**config.mk**
```make
export PLATFORM = sky130hd
export DESIGN_NAME = pcd_ctrl
export DESIGN_NICKNAME = d
export VERILOG_FILES = /design/src/pcd_pkg.sv /design/src/pcd_ctrl.sv
export SDC_FILE = /design/constraint.sdc
export NUM_CORES = 1
export LEC_CHECK = 0
export ABC_CLOCK_PERIOD_IN_PS = 1200
export BUFFER_PORTS_ARGS = -buffer_cell sky130_fd_sc_hd__buf_4
export CORE_AREA = 2 2 39 41
export DETAILED_ROUTE_END_ITERATION = 7
export DIE_AREA = 0 0 41 43
export PLACE_DENSITY = 0.66
export SLEW_MARGIN = 10
export SYNTH_ARGS = -nofsm -noshare
export SYNTH_HDL_FRONTEND = slang
export SYNTH_SLANG_ARGS = --single-unit
```
**constraint.sdc**
```tcl
create_clock -name i_clk -period 1.2 [get_ports i_clk]
set_input_delay 0.18 -clock i_clk [delete_from_list [all_inputs] [get_ports i_clk]]
set_output_delay 0.18 -clock i_clk [all_outputs]
set_load 0.02 [all_outputs]
```
**src/pcd_pkg.sv**
```systemverilog
// shared types, constants and helpers for the prefix-coded lz window decoder
package pcd_pkg;

    localparam int WINDOW_DEPTH = 4096;
    localparam int WIN_AW       = $clog2(WINDOW_DEPTH);
    localparam int COUNT_W      = 26;
    localparam int LEN_W        = 9;
    localparam int DIST_W       = 13;
    localparam int RAW_W        = 7;

    localparam logic [COUNT_W-1:0] COUNT_MAX = {COUNT_W{1'b1}};

    // copy distance bases from the offset prefix code
    localparam logic [DIST_W-1:0] DIST_NEAR = 13'h0001;
    localparam logic [DIST_W-1:0] DIST_101  = 13'h0101;
    localparam logic [DIST_W-1:0] DIST_201  = 13'h0201;
    localparam logic [DIST_W-1:0] DIST_401  = 13'h0401;
    localparam logic [DIST_W-1:0] DIST_501  = 13'h0501;
    localparam logic [DIST_W-1:0] DIST_601  = 13'h0601;
    localparam logic [DIST_W-1:0] DIST_701  = 13'h0701;
    localparam logic [DIST_W-1:0] DIST_801  = 13'h0801;
    localparam logic [DIST_W-1:0] DIST_A01  = 13'h0A01;
    localparam logic [DIST_W-1:0] DIST_C01  = 13'h0C01;
    localparam logic [DIST_W-1:0] DIST_E01  = 13'h0E01;
    localparam logic [DIST_W-1:0] DIST_STEP = 13'h0100;

    typedef enum logic [16:0] {
        PH_CMD     = 17'h00001,
        PH_LIT     = 17'h00002,
        PH_LEN2    = 17'h00004,
        PH_LEN0A   = 17'h00008,
        PH_LEN0B   = 17'h00010,
        PH_LEN2A   = 17'h00020,
        PH_LEN2B   = 17'h00040,
        PH_RAWCNT  = 17'h00080,
        PH_RAW     = 17'h00100,
        PH_LEN3A   = 17'h00200,
        PH_LEN3B   = 17'h00400,
        PH_OFSFLAG = 17'h00800,
        PH_OFS2    = 17'h01000,
        PH_OFS2B   = 17'h02000,
        PH_OFS3B   = 17'h04000,
        PH_OFSBIT  = 17'h08000,
        PH_LOW     = 17'h10000
    } t_phase;

    typedef struct packed {
        logic load;
        logic dec;
        logic cp_rd;
        logic cp_wr;
        logic emit_mid;
        logic emit_end;
    } t_cmd;

    typedef struct packed {
        logic can_dec;
        logic copy_go;
        logic len_one;
        logic pack_seven;
        logic pack_empty;
        logic out_free;
        logic done;
    } t_status;

    function automatic logic [3:0] need_bits(input t_phase ph);
        logic [3:0] n;
        unique case (ph)
            PH_LIT, PH_RAW, PH_LEN3B, PH_LOW:         n = 4'd8;
            PH_RAWCNT:                                n = 4'd4;
            PH_LEN2, PH_OFS2, PH_OFS2B, PH_OFS3B:     n = 4'd2;
            default:                                  n = 4'd1;
        endcase
        return n;
    endfunction

endpackage

```
**src/pcd_ctrl.sv**
```systemverilog
// sequencing state machine: decode steps, window copy and result hand-off
module pcd_ctrl (
    input  logic            i_clk,
    input  logic            i_rst_n,
    input  logic            i_in_valid,
    output logic            o_in_ready,
    input  pcd_pkg::t_status i_status,
    output pcd_pkg::t_cmd   o_cmd
);

    typedef enum logic [5:0] {
        S_IDLE   = 6'b000001,
        S_DECODE = 6'b000010,
        S_CPRD   = 6'b000100,
        S_CPWR   = 6'b001000,
        S_FLUSH  = 6'b010000,
        S_END    = 6'b100000
    } t_state;

    t_state r_state, n_state;

    always_comb begin
        n_state    = r_state;
        o_cmd      = '0;
        o_in_ready = 1'b0;
        unique case (r_state)
            S_IDLE: begin
                o_in_ready = 1'b1;
                // requests after the end of stream are taken and dropped
                if (i_in_valid && !i_status.done) begin
                    o_cmd.load = 1'b1;
                    n_state    = S_DECODE;
                end
            end
            S_DECODE: begin
                if (i_status.can_dec) begin
                    o_cmd.dec = 1'b1;
                    if (i_status.copy_go) begin
                        n_state = S_CPRD;
                    end
                end else begin
                    n_state = S_END;
                end
            end
            S_CPRD: begin
                o_cmd.cp_rd = 1'b1;
                n_state     = S_CPWR;
            end
            S_CPWR: begin
                o_cmd.cp_wr = 1'b1;
                if (i_status.len_one) begin
                    n_state = S_DECODE;
                end else if (i_status.pack_seven) begin
                    n_state = S_FLUSH;
                end else begin
                    n_state = S_CPRD;
                end
            end
            S_FLUSH: begin
                if (i_status.out_free) begin
                    o_cmd.emit_mid = 1'b1;
                    n_state        = S_CPRD;
                end
            end
            S_END: begin
                if (i_status.pack_empty) begin
                    n_state = S_IDLE;
                end else if (i_status.out_free) begin
                    o_cmd.emit_end = 1'b1;
                    n_state        = S_IDLE;
                end
            end
            default: begin
                n_state = S_IDLE;
            end
        endcase
    end

    always_ff @(posedge i_clk) begin
        if (!i_rst_n) begin
            r_state <= S_IDLE;
        end else begin
            r_state <= n_state;
        end
    end

endmodule

```
## Word-level counts from Yosys, hierarchy flattened

Index checks and enable logic that the tools add are counted.

| word-level totals | value |
|---|---|
| flip-flop bits (word level) | 6 |
| input port bits | 10 |
| output and inout port bits | 7 |
| word-level logic and storage cells | 34 |

| cells by class | value |
|---|---|
| equal/unequal tests | 10 |
| multiplexer cells | 20 |
| reduce and logical (&&, ||, !) cells | 3 |

Operators by type and width:

| cell | count |
|---|---|
| $mux W6 | 7 |
| $pmux W6 S6 | 1 |
| $mux W1 | 11 |
| $eq A6 B1 Y1 const B | 1 |
| $eq A6 B2 Y1 const B | 1 |
| $eq A6 B3 Y1 const B | 1 |
| $eq A6 B4 Y1 const B | 1 |
| $eq A6 B5 Y1 const B | 1 |
| $eq A6 B6 Y1 const B | 1 |
| $ne A3 B3 Y1 const B | 2 |
| $mux W5 | 1 |
| $ne A2 B2 Y1 const B | 2 |
| $reduce_and A4 Y1 | 1 |
| $logic_and A1 B1 Y1 | 1 |
| $logic_not A1 Y1 | 1 |

## Logic depth before layout (Yosys ltp)

| depth | value |
|---|---|
| depth after elaboration | 4 |
| gate-level depth with buffers | 6 |
| depth with buffers taken out | 5 |

## Least setup slack after synthesis

No wires, ideal clock.

| path | value |
|---|---|
| kind | reg2out |
| start | reg r_state[1] |
| end | out o_cmd[1] (netlist name) |
| arrival | 1,208 ps |
| setup slack | -188 ps |
| cell stages (with the launch flop) | 5 |
| path buffers | 1 |
| path through | dfxtp_1 buf_2 nor4_4 nand3b_2 nor2_1 |

RTL lines:

| item | RTL line | source |
|---|---|---|
| start: declaration | pcd_ctrl.sv:20 | `t_state r_state, n_state;` |
| start signal: assignment | pcd_ctrl.sv:83 | `r_state <= n_state;` |
| end: declaration | pcd_ctrl.sv:8 | `output pcd_pkg::t_cmd o_cmd` |

==> metrics <==
total grt overflow 0; routed via count 553; data arrival time of the worst path 1.35 ns; Final Util 0.654; CP max stage cell nor4_4; hold worst-path end r_state[5]; WS Path Type flip-flop to output pin; num rows 14; Mean Syn Cell Area 7.75 sq um; reg2reg start r_state[3]; delay-heaviest family, CP simple AND/OR/NAND/NOR gates; clock buffer depth 2; Sink Count 6; cell at the root of the clock tree clkbuf_4; worst hold slack 0.175 ns; Final ANT Viol Nets 0; first-pass GRT wire length 2370 um; critical path depth 4; share of cells above drive strength 1 0.758; Worst Hold Class input port to flip-flop; area grow syn2layout 105%; LEAKAGE 0.423 nW; post-layout min period 1.53 ns; R2R Setup Slk -0.26 ns; Distinct cells, synth 25; Die H 43 um; biggest regs r_state (6); drt drc 0; RD Place Congestion 0.775; 1st-iter DRT viols 10; 1st-pass router iterations 4; CTS clk-pin slew, worst paths 0.04 ns; fin nets 107; max frequency 655 MHz; worst setup margin -0.327 ns; global-route usage over all layers 0.191; drt total wl 1390 um; period utilization 1.27; worst-path cell chain nor4_4, nand2_2, nor2_2, buf_6; status complete, but fails checks; Hold Startpoint i_rst_n; VDD IR max 624 uV; power per cell area 1060 nW/um^2; worst reg-to-reg path cell count 6; max reg flops 6; Synth Net Count 67; slowest cell delay on critical path 0.40 ns; Die Wd 41 um; Worst Path Required 1.02 ns; DR vias/cell 4.98; initial antenna violation count 0; CTS H-tree depth 1; clk_lat worst skew 0.24 ns; Crit. End Element output pin; type of element launching the critical path flip-flop; RSZ-0062 raised after global routing true; vias in the first global route 543; full die area 1760 sq um; I/O Pins 17; Max Slew Vio Count 0; Post-CTS Hold Fix Bufs 0; Post-synth EDFFs 0; total CTS buffers 3; worst-margin pin slew 0.424 ns; r2r endpoint r_state[1]; largest net degree at the start of global routing 8; post-layout power 959 uW; Post-Syn Area 442 sq um; IO Port Bufs 16; Largest Register r_state; FF+latch count, synth 6; Routed WL per cell 12.5 um; Cells after Synth 57; Synth Flop Type dfxtp_1; CTS tree done; Max-Cap Viols 0; commonest non-fill, non-tap cell in the layout buf_4; Starting Density 0.319; asr flop ratio synth 0; Seq/Total Area, Yosys 0.272; Setup Skew 0.00114 ns; core area 1380 sq um; commonest cells after routing, fill and taps aside buf_4, buf_6, nor2_1, inv_2, inv_1; Slew Limit Headroom 0.716; Ys Warns 0; Setup-failing EPs final 12; Final Hold Fails 0; detailed placement HPWL 933 um; crit path max fanout 3; failing checks setup timing; CP Buf/Inv Count 1; ANT cells 0; Min-Delay Path Depth 3
## how the worst max path moves through the flow
stage,slack [ns],startpoint,endpoint
after global placement,-0.19,r_state[4],o_cmd[0]
after global routing,-0.41,r_state[5],o_cmd[5]
final,-0.33,r_state[5],o_cmd[5]
after floorplan,-0.11,r_state[1],r_state[2]
after detailed placement,-0.17,r_state[4],r_state[0]
after CTS,-0.36,r_state[3],o_cmd[5]
## cell usage after synthesis (all sizes together), types with 2 or more instances
cell,number,area (sq um)
nor2b,2,12.5
nand2,2,7.51
nor3,4,25.0
nor4,2,42.5
dfxtp,6,120
a21oi,3,18.8
buf,2,16.3
nand3,6,35.0
nor2,11,41.3
inv,8,30.0
## power by group
part	internal [mW]	switching, mW	leakage (nW)
Sequential	0.217	0.0258	0.0511
Clock	0.113	0.0647	0.0138
Combinational	0.290	0.248	0.358
## cells by family after synthesis
group | after synthesis | share of synthesized area
compound gates | 9 | 0.164
xor+xnor | 1 | 0.0198
buf+inv | 10 | 0.105
flops | 6 | 0.272
simple gates | 31 | 0.439
## metal layers
metal	vias to the layer above	part of all wire	GRT usage
met2	20	0.52	0.291
met4	0	0.0086	0.0600
met3	4	0.054	0.0314
li1	277	-	-
met5	-	0	0
met1	252	0.42	0.266
## area by class of cell
type	count	area (sq um)
Fill cell	107	479
Timing Repair Buffer	37	323
Multi-Input combinational cell	41	378
Tap cell	16	20.0
Sequential cell	6	131
Clock buffer	3	22.5
Inverter	8	30.0
## through the flow
step / instances / cell area [sq um] / worst slack, ns / setup TNS [ns]
global route: 111 / 905 / -0.409 / -3.58
floorplan: 57 / 454 / -0.112 / -0.581
finish: 111 / 905 / -0.327 / -2.89
detailed placement: 95 / 638 / -0.172 / -1.06
CTS: 107 / 837 / -0.361 / -2.90
global placement: 95 / 638 / -0.187 / -0.964
## worst reg2reg max path: stages (launching register included)
cell and delay (ns):
dfxtp_4 0.36, nor4_4 0.31, buf_4 0.19, nand3_4 0.07, buf_6 0.13, or2_1 0.21, a21oi_2 0.13
## timing repair
action,4_1_cts,5_1_grt
endpoints found under the setup margin,12,13
buffers inserted,9,4
gates resized for setup,29,13
pin swaps,12,7
No activity file was read; power rests on OpenSTA's default activity.
